**config.mk**
```make
export PLATFORM = sky130hd
export DESIGN_NAME = ssp_divsqrt
export DESIGN_NICKNAME = d
export VERILOG_FILES = /design/src/ssp_pkg.sv /design/src/ssp_divsqrt.sv
export SDC_FILE = /design/constraint.sdc
export NUM_CORES = 1
export LEC_CHECK = 0
export ABC_AREA = 1
export BUFFER_PORTS_ARGS = -buffer_cell sky130_fd_sc_hd__clkbuf_2
export CAP_MARGIN = 40
export CELL_PAD_IN_SITES_DETAIL_PLACEMENT = 1
export CELL_PAD_IN_SITES_GLOBAL_PLACEMENT = 2
export CORE_MARGIN = 5
export CORE_UTILIZATION = 33
export CTS_CLUSTER_SIZE = 10
export DETAILED_ROUTE_END_ITERATION = 6
export GPL_ROUTABILITY_DRIVEN = 0
export PLACE_DENSITY = 0.8
export SETUP_SLACK_MARGIN = 0.15
export SYNTH_ARGS = -nofsm -noshare
export SYNTH_HDL_FRONTEND = slang
export SYNTH_SLANG_ARGS = --single-unit
```
**constraint.sdc**
```tcl
create_clock -name clk -period 5.8 [get_ports clk]
set_input_delay 1.74 -clock clk [delete_from_list [all_inputs] [get_ports clk]]
set_output_delay 1.74 -clock clk [all_outputs]
set_load 0.02 [all_outputs]
```
**src/ssp_pkg.sv**
```systemverilog
// Shared types and constants of the spiral sphere point generator.
package ssp_pkg;

	// Configuration register indexes
	localparam logic [2:0] CFG_RESOLUTION = 3'd0;
	localparam logic [2:0] CFG_RADIUS     = 3'd1;
	localparam logic [2:0] CFG_CENTER_X   = 3'd2;
	localparam logic [2:0] CFG_CENTER_Y   = 3'd3;
	localparam logic [2:0] CFG_CENTER_Z   = 3'd4;

	// Resolution limits
	localparam logic [7:0] MIN_RESOLUTION = 8'd4;
	localparam logic [7:0] MAX_RESOLUTION = 8'd255;

	// Azimuth step gain: 1.8 turns-per-radian scale in 2^32 units of a turn
	localparam logic [31:0] AZ_STEP_K = 32'd1230417496;

	// Odd sine polynomial coefficients, Q30, on a quarter turn
	localparam logic [31:0] SIN_A = 32'd1686629713;
	localparam logic [31:0] SIN_B = 32'd693598668;
	localparam logic [31:0] SIN_C = 32'd85569306;
	localparam logic [31:0] SIN_D = 32'd5026995;
	localparam logic [31:0] SIN_E = 32'd172272;

	localparam logic [30:0] Q30_ONE = 31'h4000_0000;

	// Iteration counts of the divide / square-root unit
	localparam logic [6:0] SQRT_ITERS   = 7'd32;
	localparam logic [6:0] DIV_AZ_ITERS = 7'd55;
	localparam logic [6:0] DIV_Q_ITERS  = 7'd46;

	// Command to the shared divide / square-root unit
	typedef struct packed {
		logic        start;
		logic        is_sqrt;
		logic [6:0]  count;
		logic [63:0] a;
		logic [31:0] b;
	} dsq_cmd_t;

endpackage

```
**src/ssp_divsqrt.sv**
```systemverilog
// Shared bit-serial unsigned divider and integer square root.
module ssp_divsqrt (
	input  logic              clk,
	input  logic              arst_n,
	input  ssp_pkg::dsq_cmd_t cmd,
	output logic              done,
	output logic [63:0]       result
);
	import ssp_pkg::*;

	logic        busy_q;
	logic        done_q;
	logic        sqrt_q;
	logic [6:0]  cnt_q;
	logic [63:0] x_q;
	logic [63:0] y_q;
	logic [63:0] bit_q;
	logic [31:0] rem_q;
	logic [31:0] b_q;

	logic [32:0] rem_sh;
	logic        div_ge;
	logic [32:0] rem_nx;
	logic [63:0] trial;
	logic        sq_ge;

	// One restoring divide step and one square-root digit step
	always_comb begin
		rem_sh = {rem_q, x_q[63]};
		div_ge = rem_sh >= {1'b0, b_q};
		rem_nx = div_ge ? rem_sh - {1'b0, b_q} : rem_sh;
		trial  = y_q + bit_q;
		sq_ge  = x_q >= trial;
	end

	// Control: count iterations, flag completion
	always_ff @(posedge clk or negedge arst_n) begin
		if (!arst_n) begin
			busy_q <= 1'b0;
			done_q <= 1'b0;
			cnt_q  <= '0;
		end else begin
			done_q <= 1'b0;
			if (cmd.start) begin
				busy_q <= 1'b1;
				cnt_q  <= cmd.count;
			end else if (busy_q) begin
				cnt_q <= cnt_q - 7'd1;
				if (cnt_q == 7'd1) begin
					busy_q <= 1'b0;
					done_q <= 1'b1;
				end
			end
		end
	end

	// Datapath: load operands, advance one bit per cycle
	always_ff @(posedge clk) begin
		if (cmd.start) begin
			sqrt_q <= cmd.is_sqrt;
			x_q    <= cmd.a;
			b_q    <= cmd.b;
			y_q    <= '0;
			rem_q  <= '0;
			bit_q  <= 64'h4000_0000_0000_0000;
		end else if (busy_q) begin
			if (sqrt_q) begin
				if (sq_ge) begin
					x_q <= x_q - trial;
					y_q <= (y_q >> 1) + bit_q;
				end else begin
					y_q <= y_q >> 1;
				end
				bit_q <= bit_q >> 2;
			end else begin
				x_q   <= {x_q[62:0], 1'b0};
				rem_q <= rem_nx[31:0];
				y_q   <= {y_q[62:0], div_ge};
			end
		end
	end

	assign done   = done_q;
	assign result = y_q;

endmodule

```
==> results of run 1 <==
metal layers:
layer	GRT usage, %	vias to the layer above
met5	0	-
met1	36.5	13756
met4	7.12	2
li1	-	14350
met2	45.2	711
met3	3.59	158
flip-flops by register name, summed over array words and instances (netlist names):
name,count
busy_q,1
bit_q,32
sqrt_q,1
b_q,32
x_q,64
cnt_q,7
done,1
rem_q,32
result,64
logic make-up after synthesis:
group	Yosys count
adder cells (fa/ha/maj)	166
flip-flops	234
XOR/XNOR	127
AO/OA/AOI/OAI	758
AND/OR/NAND/NOR	2290
buffers and inverters	778
metrics by stage:
stage          instances  setup WS, ns  util, %
2_1_floorplan       4353         0.615        -
3_3_place_gp        5507         0.462     36.2
3_5_place_dp        5507         0.414     36.2
4_1_cts             5564         0.422     37.6
5_1_grt             5564         0.156     37.6
6_report            5564         0.531     37.6
worst max path at each step:
stage                            to      start  cells after the start  slack [ns]
after floorplan              x_q[0]  result[0]                     26        0.61
after global routing        x_q[51]  result[6]                     23        0.16
after CTS                   x_q[51]  result[8]                     21        0.42
after detailed placement    x_q[58]  result[8]                     21        0.41
after global placement    result[0]  bit_q[12]                     21        0.46
final                       x_q[51]  result[6]                     23        0.53
Yosys cell counts, drive strengths merged:
master and count:
dfxtp 128, nand4 26, o2111ai 2, and2 7, o221ai 1, o31ai 1
a22oi 1, a221oi 2, o21ai 287, o21bai 25, edfxtp 97, a211oi 3
a21oi 317, buf 39, o21a 6, or2 2, xor2 77, nor2 577
nand2 1274, a21boi 10, fa 2, a31oi 7, xnor2 50, and3 1
nor3 46, clkbuf 74, nand3 339, nor4 9, inv 665, o22ai 64
a32o 1, o311ai 2, o211ai 13, a21o 16, nand3b 9, dfrtp 9
ha 164
report_power, final:
group | internal (mW) | leakage [nW] | switching [mW] | total (mW)
clock network | 1.15 | 0.495 | 0.802 | 1.95
registers | 2.30 | 2.16 | 0.620 | 2.92
logic | 3.28 | 10.6 | 7.29 | 10.6
layout make-up:
cell class / count / share of cell area (%)
clock inverters: 10 / 0.403
multi-input cells: 3341 / 58.2
clock buffers: 47 / 3.14
repair buffers: 237 / 4.96
well taps: 1030 / 4.52
flip-flops and latches: 234 / 20.0
inverters: 665 / 8.75
tightest hold or removal path: stages, from the launching register on:
cell and delay, ns:
dfxtp_1 0.32, nand2_1 0.07, a21oi_1 0.06
what timing repair did:
action / 4_1_cts / 5_1_grt
endpoints found under the hold margin: 0 / 0
endpoints found under the setup margin: 0 / 40
setup buffers: 0 / 0
resized for setup: 0 / 3
==> results.md, run 1 <==
- Status: finished, final reports clean
- Synthesized instance count: 4353
- Die area: 0.0823 mm2
- Vias: 29.0k
- Leading post-synthesis cells by cell area: nand2_1, edfxtp_1, dfxtp_1, inv_1, nor2_1
- Hold Crit Depth: 2
- Routed Antenna Nets: 0
- Share of cells above drive strength 1: 6.95%
- Fin. max-slew vios: 0
- Adder-cell area share of the yosys netlist: 8.27%
- Core Box Area: 0.0759 mm2
- CTS Buffer Depth: 3
- RSZ-0062 raised after global routing: no
- Most Frequent Cell on Critical Path: nand2_1
- FILL cells: 10.3k
- Flop-to-flop setup slack: 0.53 ns
- Max cap viols: 0
- Xor-xnor portion of the synthesized cell area: 4.40%
- Die height: 287 um
- Synth cell types: 50
- CTS tree: built
- Hold_buf cts: 0
- Worst-Skew Late Latency: 0.62 ns
- Register area: 0.00570 mm2
- Drt pass-1 iters: 5
- Met1 wire length: 52700 um
- Area leader, netlist: nand2_1
- WS Path Type: flop to flop
- CP max FO: 30
- CP bufs+invs: 4
- Vias in the first global route: 29.7k
- Mux cell area share after synthesis: 0%
- Post-DP Area: 0.0275 mm2
- WL/cell: 20.6 um
- Worst reg2reg endpoint: x_q[51]
- CTS clock-pin slew for the worst setup and hold paths: 0.06 ns
- Power per cell area: 541 mW/mm2
- Metal2 WL: 52200 um
- CP max-delay cell: dfxtp_1
- Most frequent cells in the layout: nand2_1, inv_1, nor2_1
- Req. time, crit path: 6.16 ns
- Hold Path End: rem_q[29]
- Setup crit end kind: flop
- First DRT Iteration DRCs: 1557
- DPL Wire Length: 95900 um
- Fin Hold WS: 0.497 ns
- Antenna cells: 0
- Met3 wire length: 6240 um
- Root Driver: clkbuf_16
- Slew headroom: 44.6%
- Initial antenna violation count: 1
- Largest net degree at the start of global routing: 92
- R2R depth: 23
- Area of the multi-input gates: 0.0166 mm2
- Finish-stage setup viols: 0
- Synthesized area per cell: 5.81 um2
- Top sig layer: met5
- Global-route wire length before repair: 173000 um
- Layout area overhead: 12.8%
- Initial Utilization: 33.3%
- Crit-path leading delay family: compound AO/OA/AOI/OAI gates
- Setup crit start kind: flop
- Drt drc: 0
- Final Hold Fails: 0
- Worst hold start: rem_q[29]
- Hold Path Class: flop to flop
- Final instance area: 0.0285 mm2
- Total global-route track usage: 26.9%
- Worst path cell trace: ha_1 > nand2_1 > o21ai_0 > inv_1 > nand2_1 > nand3_1 > nand2_1 > a21boi_0 > o21ai_0 > a21oi_1 > xor2_1 > ha_1 > a21oi_1 > inv_1 > nor2_1 > nand2_1 > nand2_1 > nand2_1 > a21oi_4 > nand2_2 > o21ai_0 > inv_2 > buf_12
- Setup TNS: 0 ns
- Num rows: 101
- Leakage: 13.2 nW
- Gr ovfl total: 0
- Final WL: 115000 um
- #FFs+latches synth: 234
- Worst stage delay on the critical path: 0.40 ns
- Vias/cell: 5.21
- Tot Pwr: 15.4 mW
- Clock sinks: 234
- Mapped Area: 0.0253 mm2
- Die X: 287 um
- H-tree Lvls: 1
- Simple-Gate Fraction of Synth Area: 36.7%
- Synth warnings: 0
- Fin crit period: 5.27 ns
- Slew of the pin with the lowest slew margin: 0.830 ns
- Final period util: 90.8%
- Register area share after synthesis: 22.5%
- Worst VDD drop: 0.263 mV
- CTS Buf Count: 31
- Worst Path Arrival: 5.63 ns
- Post-layout nets: 4783
- Number of port buffers: 171
- Worst r2r src: result[6]
- # IOs: 172
- Final setup skew: 0.0233 ns
- Syn Nets: 4626
- Complex-gate fraction of the synthesized area: 16.3%
- Most common cell after layout, fill and taps aside: nand2_1
- Highest clock rate: 0.190 GHz
- Area share of the largest cell type after synthesis: 18.8%
- Combinational family with the most area after synthesis: simple AND/OR/NAND/NOR gates
Power figures use the tool's default switching activity.
==> inputs of run 2 (changes only) <==
- PLACE_DENSITY: 0.8 -> 0.82
==> run 2 against run 1 <==
- fmax up 1.4%
- critical path type unchanged
- critical endpoint is now x_q[50]
- highest routed layer is now met4
- non-clock buffer count decreased by 12
- largest power group unchanged
- global-route usage down 0.11 points
==> results.md, run 2 (synthesized netlist as in run 1, its figures left out) <==
- Status: finished, final reports clean (unchanged)
- # IOs: 172 (unchanged)
- Post-layout instance count excluding filler cells: 5554 (was 5564)
- Worst Path Arrival: 5.53 ns (was 5.63 ns)
- Cells after DPL: 5495 (was 5507)
- Post-DP Area: 0.0275 mm2 (about the same)
- Num rows: 101 (unchanged)
- Setup TNS: 0 ns (unchanged)
- Final WL: 114000 um (was 115000 um)
- Vias/cell: 5.23 (was 5.21)
- Drt drc: 0 (unchanged)
- Die height: 287 um (unchanged)
- Clock sinks: 234 (unchanged)
- Gr ovfl total: 0 (unchanged)
- Core Box Area: 0.0759 mm2 (unchanged)
- Die area: 0.0823 mm2 (unchanged)
- CP max-delay cell: o21ai_0 (was dfxtp_1)
- Final instance area: 0.0286 mm2 (was 0.0285 mm2)
- CTS tree: built (unchanged)
- Share of cells above drive strength 1: 6.87% (was 6.95%)
- First DRT Iteration DRCs: 1571 (was 1557)
- Post-layout nets: 4774 (was 4783)
- Slew headroom: 45.7% (was 44.6%)
- Power per cell area: 542 mW/mm2 (was 541 mW/mm2)
- Finished Core Util: 37.6% (about the same)
- Hold_buf cts: 0 (unchanged)
- Vias: 29.0k (about the same)
- Worst path cell trace: ha_1 > nand2_1 > o21ai_0 > nor2_1 > o21bai_1 > a21boi_0 > o21ai_0 > nand3_1 > nand2_1 > xor2_1 > ha_1 > nand2_1 > inv_1 > a21oi_1 > a21boi_0 > o21ai_0 > a21oi_1 > nand2_1 > nand2_1 > nand3_1 > nand2_1 > nand2_1 (was ha_1 > nand2_1 > o21ai_0 > inv_1 > nand2_1 > nand3_1 > nand2_1 > a21boi_0 > o21ai_0 > a21oi_1 > xor2_1 > ha_1 > a21oi_1 > inv_1 > nor2_1 > nand2_1 > nand2_1 > nand2_1 > a21oi_4 > nand2_2 > o21ai_0 > inv_2 > buf_12)
- Worst stage delay on the critical path: 0.55 ns (was 0.40 ns)
- Routed Antenna Nets: 0 (unchanged)
- Vias in the first global route: 29.5k (was 29.7k)
- CTS Buffer Depth: 3 (unchanged)
- CP bufs+invs: 1 (was 4)
- Post-CTS setup buffers: 0 (unchanged)
- Hold Path Class: flop to flop (unchanged)
- Most Frequent Cell on Critical Path: nand2_1 (unchanged)
- Final setup skew: 0.0270 ns (was 0.0233 ns)
- Die X: 287 um (unchanged)
- WS Path Type: flop to flop (unchanged)
- Fin crit period: 5.20 ns (was 5.27 ns)
- Highest clock rate: 0.192 GHz (was 0.190 GHz)
- DPL Wire Length: 95100 um (was 95900 um)
- Register area: 0.00570 mm2 (unchanged)
- Final Hold Fails: 0 (unchanged)
- Internal power contribution: 6.82 mW (was 6.73 mW)
- Final period util: 89.6% (was 90.8%)
- Most common cell after layout, fill and taps aside: nand2_1 (unchanged)
- H-tree Lvls: 2 (was 1)
- Initial Utilization: 33.3% (unchanged)
- Drt pass-1 iters: 6 (was 5)
- Global-route wire length before repair: 173000 um (about the same)
- Sw Ratio: 56.0% (was 56.4%)
- Most frequent cells in the layout: nand2_1, inv_1, nor2_1 (unchanged)
- Largest net degree at the start of global routing: 97 (was 92)
- Setup WS post-layout: 0.603 ns (was 0.531 ns)
- Req. time, crit path: 6.14 ns (was 6.16 ns)
- CTS Buf Count: 34 (was 31)
- Finish-stage setup viols: 0 (unchanged)
- Fin. max-slew vios: 0 (unchanged)
- Area of the multi-input gates: 0.0166 mm2 (about the same)
- Sw power: 8.67 mW (was 8.71 mW)
- Setup crit start kind: flop (unchanged)
- Setup crit end kind: flop (unchanged)
- Gate power share: 67.0% (was 68.4%)
- RSZ-0062 raised after global routing: no (unchanged)
- Post-placement worst setup slack: 0.573 ns (was 0.414 ns)
- Seq pwr share: 19.0% (was 18.9%)
- Leakage: 13.3 nW (was 13.2 nW)
- Layout area overhead: 13.0% (was 12.8%)
- Root Driver: clkbuf_16 (unchanged)
- Initial antenna violation count: 0 (was 1)
- Worst VDD drop: 0.371 mV (was 0.263 mV)
- Max cap viols: 0 (unchanged)
- Clock power frac: 14.0% (was 12.6%)
- Crit-path leading delay family: compound AO/OA/AOI/OAI gates (unchanged)
- CTS clock-pin slew for the worst setup and hold paths: 0.05 ns (was 0.06 ns)
- WL/cell: 20.6 um (about the same)
- Fin Hold WS: 0.486 ns (was 0.497 ns)
- CP max FO: 8 (was 30)
- Tot Pwr: 15.5 mW (was 15.4 mW)
- Slew of the pin with the lowest slew margin: 0.814 ns (was 0.830 ns)
- CTS resizes: 0 (unchanged)
- Number of port buffers: 171 (unchanged)
- Worst-Skew Late Latency: 0.59 ns (was 0.62 ns)
- FILL cells: 10.3k (about the same)
- Antenna cells: 0 (unchanged)
- Total global-route track usage: 26.8% (was 26.9%)
run 2: final cells by class:
class / count / share of cell area (%)
multi-input cells: 3341 / 58.1
flip-flops and latches: 234 / 19.9
inverters: 665 / 8.73
repair buffers: 225 / 4.78
well taps: 1030 / 4.51
clock buffers: 47 / 3.39
clock inverters: 12 / 0.534
run 2: worst reg2reg max path, cell delays in order (launching register included):
cell and delay, ns:
dfxtp_1 0.41, ha_1 0.38, nand2_1 0.11, o21ai_0 0.17, nor2_1 0.10, o21bai_1 0.30
a21boi_0 0.22, o21ai_0 0.55, nand3_1 0.13, nand2_1 0.11, xor2_1 0.35, ha_1 0.38
nand2_1 0.13, inv_1 0.06, a21oi_1 0.19, a21boi_0 0.33, o21ai_0 0.24, a21oi_1 0.35
nand2_1 0.12, nand2_1 0.08, nand3_1 0.10, nand2_1 0.10, nand2_1 0.04
run 2: metal layers:
layer / part of all wire [%] / vias up / global-route usage [%]
met1: 46 / 13863 / 35.8
li1: - / 14316 / -
met5: 0 / - / 0
met3: 4.8 / 181 / 3.35
met4: 4.0 / 0 / 9.49
met2: 45 / 677 / 44.6
run 2: final timing paths:
| kind | depth (start not counted) | endpoint | start | slack (ns) |
|---|---|---|---|---|
| worst min-delay path | 2 | rem_q[29] | rem_q[29] | 0.49 |
| max in group asynchronous | 1 | busy_q | arst_n | 4.55 |
| worst max-delay path | 22 | x_q[50] | result[4] | 0.60 |
| worst max register to register | 22 | x_q[50] | result[4] | 0.60 |
| worst min register to register | 2 | rem_q[29] | rem_q[29] | 0.49 |
| min in group asynchronous | 1 | cnt_q[5] | arst_n | 1.02 |
run 2: power groups by stage:
stage          registers [mW]  clock network [mW]  logic (mW)
2_1_floorplan            2.87                   0        6.71
3_3_place_gp             2.94                   0        10.1
3_5_place_dp             2.94                   0        10.2
4_1_cts                  2.92                2.23        10.3
5_1_grt                  2.98                2.30        11.5
6_report                 2.94                2.17        10.4
